$ cat src/hw/rtl/mss_pkg.sv
package mss_pkg;

	localparam int MAX_SIDE_DEF = 512;
	localparam int MIN_SIDE     = 3;

	localparam int CFG_W     = 10;
	localparam int CFG_IDX_W = 2;
	localparam int THR_W     = 4;
	localparam int COORD_W   = 9;

	localparam logic [CFG_IDX_W-1:0] REG_GRID_COLS      = 2'd0;
	localparam logic [CFG_IDX_W-1:0] REG_GRID_ROWS      = 2'd1;
	localparam logic [CFG_IDX_W-1:0] REG_SET_AT_MOST    = 2'd2;
	localparam logic [CFG_IDX_W-1:0] REG_CLEAR_AT_LEAST = 2'd3;

	localparam logic [CFG_W-1:0] GRID_COLS_RST      = 10'd501;
	localparam logic [CFG_W-1:0] GRID_ROWS_RST      = 10'd501;
	localparam logic [THR_W-1:0] SET_AT_MOST_RST    = 4'd3;
	localparam logic [THR_W-1:0] CLEAR_AT_LEAST_RST = 4'd5;

	localparam logic [THR_W-1:0] NEIGHBORS = 4'd8;

	localparam logic OP_CELL = 1'b0;

endpackage

$ cat src/hw/rtl/mss_pixel_if.sv
interface mss_pixel_if;
	logic valid;
	logic ready;
	logic op;
	logic cell_in;

	modport source (output valid, output op, output cell_in, input ready);
	modport sink (input valid, input op, input cell_in, output ready);
endinterface

$ cat src/hw/rtl/mss_result_if.sv
interface mss_result_if;
	import mss_pkg::*;

	logic               valid;
	logic               ready;
	logic               cell_out;
	logic [COORD_W-1:0] out_row;
	logic [COORD_W-1:0] out_col;
	logic               frame_last;

	modport source (output valid, output cell_out, output out_row, output out_col,
		output frame_last, input ready);
	modport sink (input valid, input cell_out, input out_row, input out_col,
		input frame_last, output ready);
endinterface

$ cat src/hw/rtl/mss_ram.sv
module mss_ram #(
	parameter int WIDTH = 1,
	parameter int DEPTH = 2,
	localparam int AW = (DEPTH > 1) ? $clog2(DEPTH) : 1
) (
	input  logic             clk,
	input  logic             wr_en,
	input  logic [AW-1:0]    wr_addr,
	input  logic [WIDTH-1:0] wr_data,
	input  logic             rd_en,
	input  logic [AW-1:0]    rd_addr_a,
	input  logic [AW-1:0]    rd_addr_b,
	output logic [WIDTH-1:0] rd_data_a,
	output logic [WIDTH-1:0] rd_data_b
);

	logic [WIDTH-1:0] mem [DEPTH];

	always_ff @(posedge clk) begin
		if (wr_en) begin
			mem[wr_addr] <= wr_data;
		end
	end

	// read data holds while no read is issued
	always_ff @(posedge clk) begin
		if (rd_en) begin
			rd_data_a <= mem[rd_addr_a];
			rd_data_b <= mem[rd_addr_b];
		end
	end

endmodule

$ cat src/hw/rtl/majority_smoothing_3x3_in_place_top.sv
// Streaming 3x3 majority smoothing, one in-place pass over a binary grid that arrives in
// raster order, one cell per transfer. A cell is emitted grid_cols + 1 cells behind the
// input; after the last input cell, flush transfers (op = 1) drain the tail, one cell
// each. The block takes one transfer per cycle unless the result side holds back a cell: each
// emitted cell costs one read of the two line buffers (original cells, two rows by parity;
// smoothed cells, one row) in the cycle of the transfer, and the count and threshold run in
// the next cycle, where the smoothed left neighbor feeds back from the cell just finished.
// A result passes the compute stage into the output register. A write to grid_cols or
// grid_rows restarts the frame; the user is to write configuration only while the block is
// idle, and the block does not enforce it. The line buffers get no clearing pass after reset.
module majority_smoothing_3x3_in_place_top #(
	parameter int MAX_SIDE = mss_pkg::MAX_SIDE_DEF
) (
	input  logic                          clk,
	input  logic                          arst_n,
	input  logic                          wr_en,
	input  logic [mss_pkg::CFG_IDX_W-1:0] wr_index,
	input  logic [mss_pkg::CFG_W-1:0]     wr_data,
	mss_pixel_if.sink                     pixel,
	mss_result_if.source                  result
);

	import mss_pkg::*;

	localparam int AW         = (MAX_SIDE > 1) ? $clog2(MAX_SIDE) : 1;
	localparam int SW         = $clog2(MAX_SIDE + 1);
	localparam int CW         = (SW > CFG_W) ? SW : CFG_W;
	localparam int LINE_DEPTH = 2 ** AW;

	// configuration
	logic [CFG_W-1:0] cols_q;
	logic [CFG_W-1:0] rows_q;
	logic [THR_W-1:0] set_thr_q;
	logic [THR_W-1:0] clr_thr_q;
	logic [SW-1:0]    cols_c;
	logic [SW-1:0]    rows_c;

	// input and emit position
	logic [SW-1:0] in_row_q;
	logic [AW-1:0] in_col_q;
	logic [AW-1:0] er_q;
	logic [AW-1:0] ec_q;
	logic [2:0]    below_q;

	// accept stage
	logic          acc;
	logic          in_done;
	logic          is_wr;
	logic [SW-1:0] col_inc;
	logic          col_wrap;
	logic [SW-1:0] col_nx;
	logic [SW-1:0] row_nx;
	logic          emit;
	logic          fire0;
	logic          ec_last;
	logic          er_last;
	logic          last0;
	logic          interior0;
	logic [AW-1:0] ec_inc;
	logic [2:0]    below_nx;

	// compute stage
	logic          v_s1;
	logic [AW-1:0] er_s1;
	logic [AW-1:0] ec_s1;
	logic          last_s1;
	logic          int_s1;
	logic [2:0]    below_s1;
	logic          s1_fire;
	logic          left_q;
	logic          upl_q;
	logic [7:0]    nbr;
	logic [THR_W-1:0] setc;
	logic [THR_W-1:0] unset;
	logic          val;

	// line buffer read data
	logic old_rd_a;
	logic old_rd_b;
	logic new_rd_a;
	logic new_rd_b;

	// output register
	logic               ov_q;
	logic               cell_q;
	logic [COORD_W-1:0] row_q;
	logic [COORD_W-1:0] col_q;
	logic               last_q;

	always_comb begin
		logic [CW-1:0] wc;
		logic [CW-1:0] wr;
		wc = CW'(cols_q);
		wr = CW'(rows_q);
		if (wc < CW'(MIN_SIDE)) begin
			cols_c = SW'(MIN_SIDE);
		end else if (wc > CW'(MAX_SIDE)) begin
			cols_c = SW'(MAX_SIDE);
		end else begin
			cols_c = SW'(wc);
		end
		if (wr < CW'(MIN_SIDE)) begin
			rows_c = SW'(MIN_SIDE);
		end else if (wr > CW'(MAX_SIDE)) begin
			rows_c = SW'(MAX_SIDE);
		end else begin
			rows_c = SW'(wr);
		end
	end

	assign acc      = pixel.valid && pixel.ready;
	assign in_done  = in_row_q >= rows_c;
	assign is_wr    = (pixel.op == OP_CELL) && !in_done;
	assign col_inc  = SW'(in_col_q) + SW'(1);
	assign col_wrap = col_inc >= cols_c;
	assign col_nx   = col_wrap ? '0 : col_inc;
	assign row_nx   = col_wrap ? in_row_q + SW'(1) : in_row_q;
	// enough cells in hand once row 1 holds two cells past its start
	assign emit     = is_wr ? ((row_nx >= SW'(2)) || ((row_nx == SW'(1)) && (col_nx >= SW'(2))))
		: in_done;
	assign fire0    = acc && emit;

	assign ec_last   = SW'(ec_q) == cols_c - SW'(1);
	assign er_last   = SW'(er_q) == rows_c - SW'(1);
	assign last0     = ec_last && er_last;
	assign interior0 = (er_q != '0) && !er_last && (ec_q != '0) && !ec_last;
	assign ec_inc    = ec_q + AW'(1);
	// last three cells of the row below: right, center, left
	assign below_nx  = {below_q[1:0], pixel.cell_in};

	assign s1_fire     = v_s1 && (!ov_q || result.ready);
	assign pixel.ready = !v_s1 || s1_fire;

	mss_ram #(
		.WIDTH (1),
		.DEPTH (2 * LINE_DEPTH)
	) u_old_ram (
		.clk       (clk),
		.wr_en     (acc && is_wr),
		.wr_addr   ({in_row_q[0], in_col_q}),
		.wr_data   (pixel.cell_in),
		.rd_en     (fire0),
		.rd_addr_a ({er_q[0], ec_q}),
		.rd_addr_b ({er_q[0], ec_inc}),
		.rd_data_a (old_rd_a),
		.rd_data_b (old_rd_b)
	);

	mss_ram #(
		.WIDTH (1),
		.DEPTH (LINE_DEPTH)
	) u_new_ram (
		.clk       (clk),
		.wr_en     (s1_fire),
		.wr_addr   (ec_s1),
		.wr_data   (val),
		.rd_en     (fire0),
		.rd_addr_a (ec_inc),
		.rd_addr_b (ec_q),
		.rd_data_a (new_rd_a),
		.rd_data_b (new_rd_b)
	);

	assign nbr = {upl_q, new_rd_b, new_rd_a, left_q, old_rd_b, below_s1};

	always_comb begin
		setc = '0;
		for (int k = 0; k < 8; k++) begin
			setc = setc + THR_W'(nbr[k]);
		end
		unset = NEIGHBORS - setc;
		val   = old_rd_a;
		if (int_s1) begin
			if (unset <= set_thr_q) begin
				val = 1'b1;
			end
			if (unset >= clr_thr_q) begin
				val = 1'b0;
			end
		end
	end

	always_ff @(posedge clk or negedge arst_n) begin
		if (!arst_n) begin
			cols_q    <= GRID_COLS_RST;
			rows_q    <= GRID_ROWS_RST;
			set_thr_q <= SET_AT_MOST_RST;
			clr_thr_q <= CLEAR_AT_LEAST_RST;
			in_row_q  <= '0;
			in_col_q  <= '0;
			er_q      <= '0;
			ec_q      <= '0;
			v_s1      <= 1'b0;
			ov_q      <= 1'b0;
		end else begin
			if (acc && is_wr) begin
				in_col_q <= AW'(col_nx);
				in_row_q <= row_nx;
			end
			if (fire0) begin
				if (last0) begin
					// frame done: rewind for the next frame
					in_row_q <= '0;
					in_col_q <= '0;
					er_q     <= '0;
					ec_q     <= '0;
				end else if (ec_last) begin
					ec_q <= '0;
					er_q <= er_q + AW'(1);
				end else begin
					ec_q <= ec_inc;
				end
			end

			if (wr_en) begin
				case (wr_index)
					REG_GRID_COLS: begin
						cols_q   <= wr_data;
						in_row_q <= '0;
						in_col_q <= '0;
						er_q     <= '0;
						ec_q     <= '0;
					end
					REG_GRID_ROWS: begin
						rows_q   <= wr_data;
						in_row_q <= '0;
						in_col_q <= '0;
						er_q     <= '0;
						ec_q     <= '0;
					end
					REG_SET_AT_MOST:    set_thr_q <= wr_data[THR_W-1:0];
					REG_CLEAR_AT_LEAST: clr_thr_q <= wr_data[THR_W-1:0];
					default: ;
				endcase
			end

			if (fire0) begin
				v_s1 <= 1'b1;
			end else if (s1_fire) begin
				v_s1 <= 1'b0;
			end

			if (s1_fire) begin
				ov_q <= 1'b1;
			end else if (result.ready) begin
				ov_q <= 1'b0;
			end
		end
	end

	always_ff @(posedge clk) begin
		if (acc && is_wr) begin
			below_q <= below_nx;
		end
		if (fire0) begin
			er_s1    <= er_q;
			ec_s1    <= ec_q;
			last_s1  <= last0;
			int_s1   <= interior0;
			below_s1 <= is_wr ? below_nx : below_q;
		end
		if (s1_fire) begin
			left_q <= val;
			upl_q  <= new_rd_b;
			cell_q <= val;
			row_q  <= COORD_W'(er_s1);
			col_q  <= COORD_W'(ec_s1);
			last_q <= last_s1;
		end
	end

	assign result.valid      = ov_q;
	assign result.cell_out   = cell_q;
	assign result.out_row    = row_q;
	assign result.out_col    = col_q;
	assign result.frame_last = last_q;

	a_in_row_range: assert property (@(posedge clk) disable iff (!arst_n)
		in_row_q <= rows_c)
		else $error("input row count beyond grid");

	a_emit_col_range: assert property (@(posedge clk) disable iff (!arst_n)
		SW'(ec_q) < cols_c)
		else $error("emit column beyond grid");

	a_frame_rewind: assert property (@(posedge clk) disable iff (!arst_n)
		(fire0 && last0) |=> (in_row_q == '0 && in_col_q == '0 && er_q == '0 && ec_q == '0))
		else $error("counters not rewound after last cell");

	// unused lanes may read entries never written, so compare X as a value
	a_read_hold: assert property (@(posedge clk) disable iff (!arst_n)
		(v_s1 && !s1_fire) |=> (v_s1
			&& ({old_rd_a, old_rd_b, new_rd_a, new_rd_b}
				=== $past({old_rd_a, old_rd_b, new_rd_a, new_rd_b}))))
		else $error("line buffer data changed under a stalled cell");

endmodule
$ cat src/flat_wrapper.sv
// flat-port wrapper written by rule: the top's interface ports become plain ports
module majority_smoothing_3x3_in_place_top_flat import mss_pkg::*;
#(
	parameter int MAX_SIDE = mss_pkg::MAX_SIDE_DEF
)
  (clk, arst_n, wr_en, wr_index, wr_data, pixel_valid, pixel_op, pixel_cell_in, pixel_ready, result_valid, result_cell_out, result_out_row, result_out_col, result_frame_last, result_ready);
  mss_pixel_if pixel_i ();
  mss_result_if result_i ();
  input  logic clk;
  input  logic arst_n;
  input  logic wr_en;
  input  logic [mss_pkg::CFG_IDX_W-1:0] wr_index;
  input  logic [mss_pkg::CFG_W-1:0] wr_data;
  input wire logic [$bits(pixel_i.valid)-1:0] pixel_valid;
  input wire logic [$bits(pixel_i.op)-1:0] pixel_op;
  input wire logic [$bits(pixel_i.cell_in)-1:0] pixel_cell_in;
  output wire logic [$bits(pixel_i.ready)-1:0] pixel_ready;
  output wire logic [$bits(result_i.valid)-1:0] result_valid;
  output wire logic [$bits(result_i.cell_out)-1:0] result_cell_out;
  output wire logic [$bits(result_i.out_row)-1:0] result_out_row;
  output wire logic [$bits(result_i.out_col)-1:0] result_out_col;
  output wire logic [$bits(result_i.frame_last)-1:0] result_frame_last;
  input wire logic [$bits(result_i.ready)-1:0] result_ready;
  assign pixel_i.valid = pixel_valid;
  assign pixel_i.op = pixel_op;
  assign pixel_i.cell_in = pixel_cell_in;
  assign pixel_ready = pixel_i.ready;
  assign result_valid = result_i.valid;
  assign result_cell_out = result_i.cell_out;
  assign result_out_row = result_i.out_row;
  assign result_out_col = result_i.out_col;
  assign result_frame_last = result_i.frame_last;
  assign result_i.ready = result_ready;
  majority_smoothing_3x3_in_place_top #(.MAX_SIDE(MAX_SIDE)) u_core (.clk(clk), .arst_n(arst_n), .wr_en(wr_en), .wr_index(wr_index), .wr_data(wr_data), .pixel(pixel_i), .result(result_i));
endmodule
$ cat config.mk
export PLATFORM = sky130hd
export DESIGN_NAME = majority_smoothing_3x3_in_place_top_flat
export DESIGN_NICKNAME = d
export VERILOG_FILES = /design/src/hw/rtl/mss_pkg.sv /design/src/hw/rtl/mss_pixel_if.sv /design/src/hw/rtl/mss_result_if.sv /design/src/hw/rtl/mss_ram.sv /design/src/hw/rtl/majority_smoothing_3x3_in_place_top.sv /design/src/flat_wrapper.sv
export SDC_FILE = /design/constraint.sdc
export NUM_CORES = 2
export LEC_CHECK = 0
export ABC_CLOCK_PERIOD_IN_PS = 50600
export BUFFER_PORTS_ARGS = -buffer_cell sky130_fd_sc_hd__buf_2
export CAP_MARGIN = 20
export CORE_UTILIZATION = 55
export DETAILED_ROUTE_END_ITERATION = 8
export HOLD_SLACK_MARGIN = 0.02
export PLACE_DENSITY_LB_ADDON = 0.05
export SETUP_SLACK_MARGIN = 0.05
export SLEW_MARGIN = 20
export SYNTH_ARGS = -nofsm -noshare
export SYNTH_HDL_FRONTEND = slang
export SYNTH_SLANG_ARGS = --single-unit
$ cat constraint.sdc
create_clock -name clk -period 50.6 [get_ports clk]
set_input_delay 10.12 -clock clk [delete_from_list [all_inputs] [get_ports clk]]
set_output_delay 10.12 -clock clk [all_outputs]
set_load 0.005 [all_outputs]
* Word level (Yosys, flattened, before mapping)
Memory sizes are Yosys's and may differ from the RTL's. A register that Yosys moved wholly into a read port is not among the register bits.
Cells that the tools add are included.
** Cells by class
- Add/subtract/negate cells :: 14
- Magnitude comparators :: 10
- Equal/unequal tests :: 6
- Mux-type cells :: 39
- Bitwise logic cells :: 1
- Reductions and logical operators :: 28
** Operators with widths (count)
- $mux W9 :: 15
- $mux W10 :: 11
- $add A4 B1 Y4 :: 6
- $eq A9 B10 Y1 :: 2
- $ge A10 B10 Y1 :: 2
- $ge A10 B2 Y1 const B :: 2
- $gt A10 B10 Y1 const B :: 2
- $lt A10 B2 Y1 const B :: 2
- $sub A10 B1 Y10 const B :: 2
- $add A9 B1 Y9 const B :: 2
- $reduce_bool A9 Y1 :: 2
- $mux W1 :: 12
- $add A10 B1 Y10 const B :: 1
- $add A9 B1 Y10 const B :: 1
- $eq A10 B1 Y1 const B :: 1
- $logic_and A1 B1 Y1 :: 10
- $reduce_and A2 Y1 :: 4
- $logic_not A1 Y1 :: 5
- $eq A2 B2 Y1 const B :: 2
- $ge A4 B4 Y1 :: 1
- $le A4 B4 Y1 :: 1
- $reduce_bool A2 Y1 :: 2
- $sub A4 B4 Y4 const A :: 1
- $logic_or A1 B1 Y1 :: 3
- 6 further kinds :: 6
** Storage, ports and cells
- Register bits :: 114
- Bits in writable memories :: 1536
- Output and inout port bits :: 22
- Logic and storage cells :: 121
- Memories :: 2
** Memory list
- u_core.u_old_ram.mem :: depth 1024, bits a word 1, rd ports 2, clocked after memory_dff 2, wr ports 1, RTL line mss_ram.sv:17 : logic [WIDTH-1:0] mem [DEPTH];
- u_core.u_new_ram.mem :: depth 512, bits a word 1, rd ports 2, clocked after memory_dff 2, wr ports 1, RTL line mss_ram.sv:17

* Logic depth before layout (Yosys ltp)
- Word-level depth :: 13
- Depth in mapped cells :: 20
- Gate-level depth less buffers :: 15

* Modules after synthesis
Synthesis repeated with hierarchy kept, for this count alone.
** Second synthesis, totals
- Cell total of the unflattened synthesis :: 6582
- Area, all modules :: 87026.0 um^2
** Modules (own cells, without submodules)
- mss_ram (u_core.u_old_ram) :: times used 1, cells an instance 3860, area each 53231.1 um^2, seq. area each 30809.5 um^2
- mss_ram (u_core.u_new_ram) :: times used 1, cells an instance 2052, area each 26924.6 um^2, seq. area each 15434.8 um^2
- majority_smoothing_3x3_in_place_top :: times used 1, cells an instance 670, area each 6870.3 um^2, seq. area each 3110.5 um^2

* Least setup slack after synthesis
OpenSTA, ideal clock, no wires.
- Path kind :: input -> output
- Start :: in result_ready
- End :: out pixel_ready
- Arrival time :: 10.299 ns
- Path slack :: 30.181 ns
- Stages :: 1
- Path buffers :: 0
- Cell sequence :: nand3b_1
** On the way
- Longest elaborated chain between the ends :: 3
** Ends and longest elaborated chain
- from (decl) :: RTL line flat_wrapper.sv:23 : input wire logic [$bits(result_i.ready)-1:0] result_ready;
- $logic_or A1 B1 Y1 :: RTL line majority_smoothing_3x3_in_place_top.sv:131 : assign s1_fire = v_s1 && (!ov_q || result.ready);
- $logic_and A1 B1 Y1 :: RTL line majority_smoothing_3x3_in_place_top.sv:131
- $logic_or A1 B1 Y1 :: RTL line majority_smoothing_3x3_in_place_top.sv:132 : assign pixel.ready = !v_s1 || s1_fire;
- to (decl) :: RTL line flat_wrapper.sv:17 : output wire logic [$bits(pixel_i.ready)-1:0] pixel_ready;
No other way between the ends.

* Worst setup path in the final report
Same ends and word-level chain as after synthesis.

==> flow_summary.json <==
{
  "status": "completed",
  "cp.arrival_ps": 10570,
  "slew_viol_final": 0,
  "synth.most_common_cell": "nor2_1",
  "netlist_area_um2": 85300,
  "coreArea_um2": 154000,
  "switching_share": 0.262,
  "synth-simple-area-share": 0.124,
  "fp.dieH_um": 396,
  "fp.dieW_um": 396,
  "fin_util": 0.604,
  "synth-adder-area-share": 0.00745,
  "io_pins": 41,
  "start_util": 0.554,
  "root_buffer": "clkbuf_16",
  "numCtsBuffers": 177,
  "hold_buffers": 0,
  "max_slew_margin": 0.184,
  "synth_top_family_by_area": "multiplexers",
  "synth_top_flop_cell": "edfxtp_1",
  "synthTopCellsByCount": "nor2_1 (1613), edfxtp_1 (1587), mux4_2 (819)",
  "drt-total-wl_um": 265000,
  "antenna_left": 0,
  "grt_max_degree": 267,
  "tightest_slew_ps": 1220,
  "synth_edf_count": 1587,
  "yosys_warnings": 0,
  "power_leakage_nw": 27.3,
  "drive_gt1_frac": 0.233,
  "setup-tns-final_ps": 0,
  "clock_sinks": 1654,
  "p_per_area_nw_per_um2": 37.3,
  "cp-end-kind": "output port",
  "dr.pass1.iters": 6,
  "place_hpwl_um": 146000,
  "skew_ps": 31.9,
  "port_buffers": 40,
  "synth.ff_latch_count": 1654,
  "drt_iter0_drc": 8054,
  "ir_worst_vdd_mv": 0.0311,
  "p_clk_frac": 0.358,
  "total_power_w": 0.00347,
  "start_kind": "input port",
  "intPower_w": 0.00256,
  "dieArea_um2": 157000,
  "timing.final.hold_violations": 0,
  "gp_congestion": 0.835,
  "avgSynthCellArea_um2": 13.7,
  "area_growth_pct": 8.99,
  "fillers": 12100,
  "wl_per_cell_um": 32.4,
  "dp_slack_ps": 29900,
  "synth_top_area_share": 0.558,
  "synth_fp_nets": 6306,
  "synthXorXnorAreaFrac": 0.00523,
  "grt_pass1_vias": 54900,
  "grt_overflow_total": 0,
  "fmax_ghz": 0.0483,
  "vias_per_cell": 6.96,
  "crit_required_ps": 40480,
  "nets": 6082,
  "finalWorstPathRequiredPeriod_ps": 20690,
  "crit_path_max_fanout": 3,
  "muxShareOfSynthArea": 0.224,
  "drcViolationCount": 0,
  "p_comb_frac": 0.184,
  "finalWorstSetupSlack_ps": 29910,
  "htree_levels": 4,
  "rsz0062_at_grt": "no",
  "tritoncts": "yes",
  "cts_resized": 0,
  "syn_inst": 6238,
  "synth_cell_type_count": 76,
  "synth_compound_area_frac": 0.0302,
  "clk-insertion-delay-late_ps": 820,
  "grtUsageTotal": 0.339,
  "path_clk_slew_ps": 60,
  "max-cap-violations": 0,
  "grt_pass1_wl_um": 381000,
  "vias": 57000,
  "crit_type": "input port to output port",
  "p_sw_w": 0.000907,
  "yosys-top-cells-area": "edfxtp_1 (56%), mux4_2 (22%), nor2_1 (7.1%)",
  "min_path_type": "flop to flop",
  "period_share": 0.409,
  "post_cts_buffers": 0,
  "seqPwrFrac": 0.458,
  "antenna_found_initial": 10,
  "synthArstFlopShare": 0.0405,
  "rows": 144,
  "post-synth-top-area-cell": "edfxtp_1",
  "clockBufferDepth": 3,
  "setup_viol": 0,
  "yosysSeqAreaShare": 0.578
}
[placed cells by master (no fill, tap or decap), drive strengths merged, types with 43 or more instances in the layout]
cell type,count
a21oi,49
a22oi,52
a311oi,43
and3,61
buf,200
clkbuf,222
clkinv,85
dfrtp,49
edfxtp,1587
ha,46
inv,52
mux4,819
nand2,524
nand3,184
nor2,1613
nor3,51
o21ai,55
[cell families (layout without fill, tap and decap cells)]
| kind of cell | count (synthesis) | after routing |
|---|---|---|
| AND/OR/NAND/NOR | 2586 | 2586 |
| other | 0 | 1 |
| multiplexers | 883 | 883 |
| flip-flops | 1654 | 1654 |
| AO/OA/AOI/OAI | 365 | 365 |
| buffers and inverters | 650 | 568 |
| XOR/XNOR | 51 | 51 |
| adder cells (fa/ha/maj) | 49 | 49 |
[metal layers]
layer | share of wire | up-vias | track usage | wire length [µm]
li1 | - | 23200 | - | -
met3 | 0.11 | 619 | 0.0655 | 29100
met4 | 0.045 | 8 | 0.142 | 12000
met2 | 0.47 | 3399 | 0.536 | 126000
met5 | 0.00019 | - | 0 | 50
met1 | 0.37 | 29800 | 0.465 | 98800
[layout make-up]
cell class	instances	area [µm²]	area share
clock buffer	222	4700	0.0506
antenna	1	2.50	0.0000269
multi-input combinational	3934	33900	0.364
tap	2044	2560	0.0275
clock inverter	99	721	0.00775
inverter	47	176	0.00190
sequential	1654	49400	0.531
timing repair buffer	200	1590	0.0171
[power groups by stage]
stage	logic [W]	clock network [W]	registers [W]
after detailed placement	0.000637	0	0.00161
after global placement	0.000632	0	0.00161
after floorplan	0.000491	0	0.00166
after global routing	0.000685	0.00130	0.00159
after CTS	0.000639	0.00125	0.00158
final	0.000638	0.00124	0.00159
[through the flow]
step | hold WS, ps | cells | instance area [µm²]
2_1_floorplan | 400 | 6238 | 85300
3_3_place_gp | 405 | 7871 | 87400
3_5_place_dp | 406 | 7871 | 87400
4_1_cts | 413 | 8192 | 92800
5_1_grt | 414 | 8200 | 93000
6_report | 413 | 8201 | 93000
[sequential cells by signal, indices dropped and copies added (netlist names), 3 cells and up]
name and flops:
u_core.u_old_ram.mem 1024, u_core.u_new_ram.mem 512, u_core.cols_q 10, u_core.in_row_q 10
u_core.rows_q 10, u_core.ec_q 9, u_core.ec_s1 9, u_core.er_q 9
u_core.er_s1 9, u_core.in_col_q 9, u_core.result.out_col 9, u_core.result.out_row 9
u_core.clr_thr_q 4, u_core.set_thr_q 4, u_core.below_q 3, u_core.below_s1 3
[critical path, stage by stage]
cell and delay [ps]:
buf_2 100, nand3b_1 190, buf_2 160
[path summary, 6_finish.rpt]
check                                                       end  slack, ps                       from  cells after the start
max in group asynchronous              u_core.ec_q[2]$_DFF_PN0_      40240                     arst_n                      2
min in group asynchronous          u_core.rows_q[9]$_DFFE_PN0P_       9300                     arst_n                      1
max reg2reg                u_core.u_old_ram.rd_data_a$_DFFE_PN_      43680   u_core.ec_q[0]$_DFF_PN0_                     11
min reg2reg                  u_core.result.out_row[8]$_DFFE_PP_        410  u_core.er_s1[8]$_DFFE_PN_                      0
min                          u_core.result.out_row[8]$_DFFE_PP_        410  u_core.er_s1[8]$_DFFE_PN_                      0
max                                                 pixel_ready      29910               result_ready                      3
No activity file was read; power rests on OpenSTA's default activity.
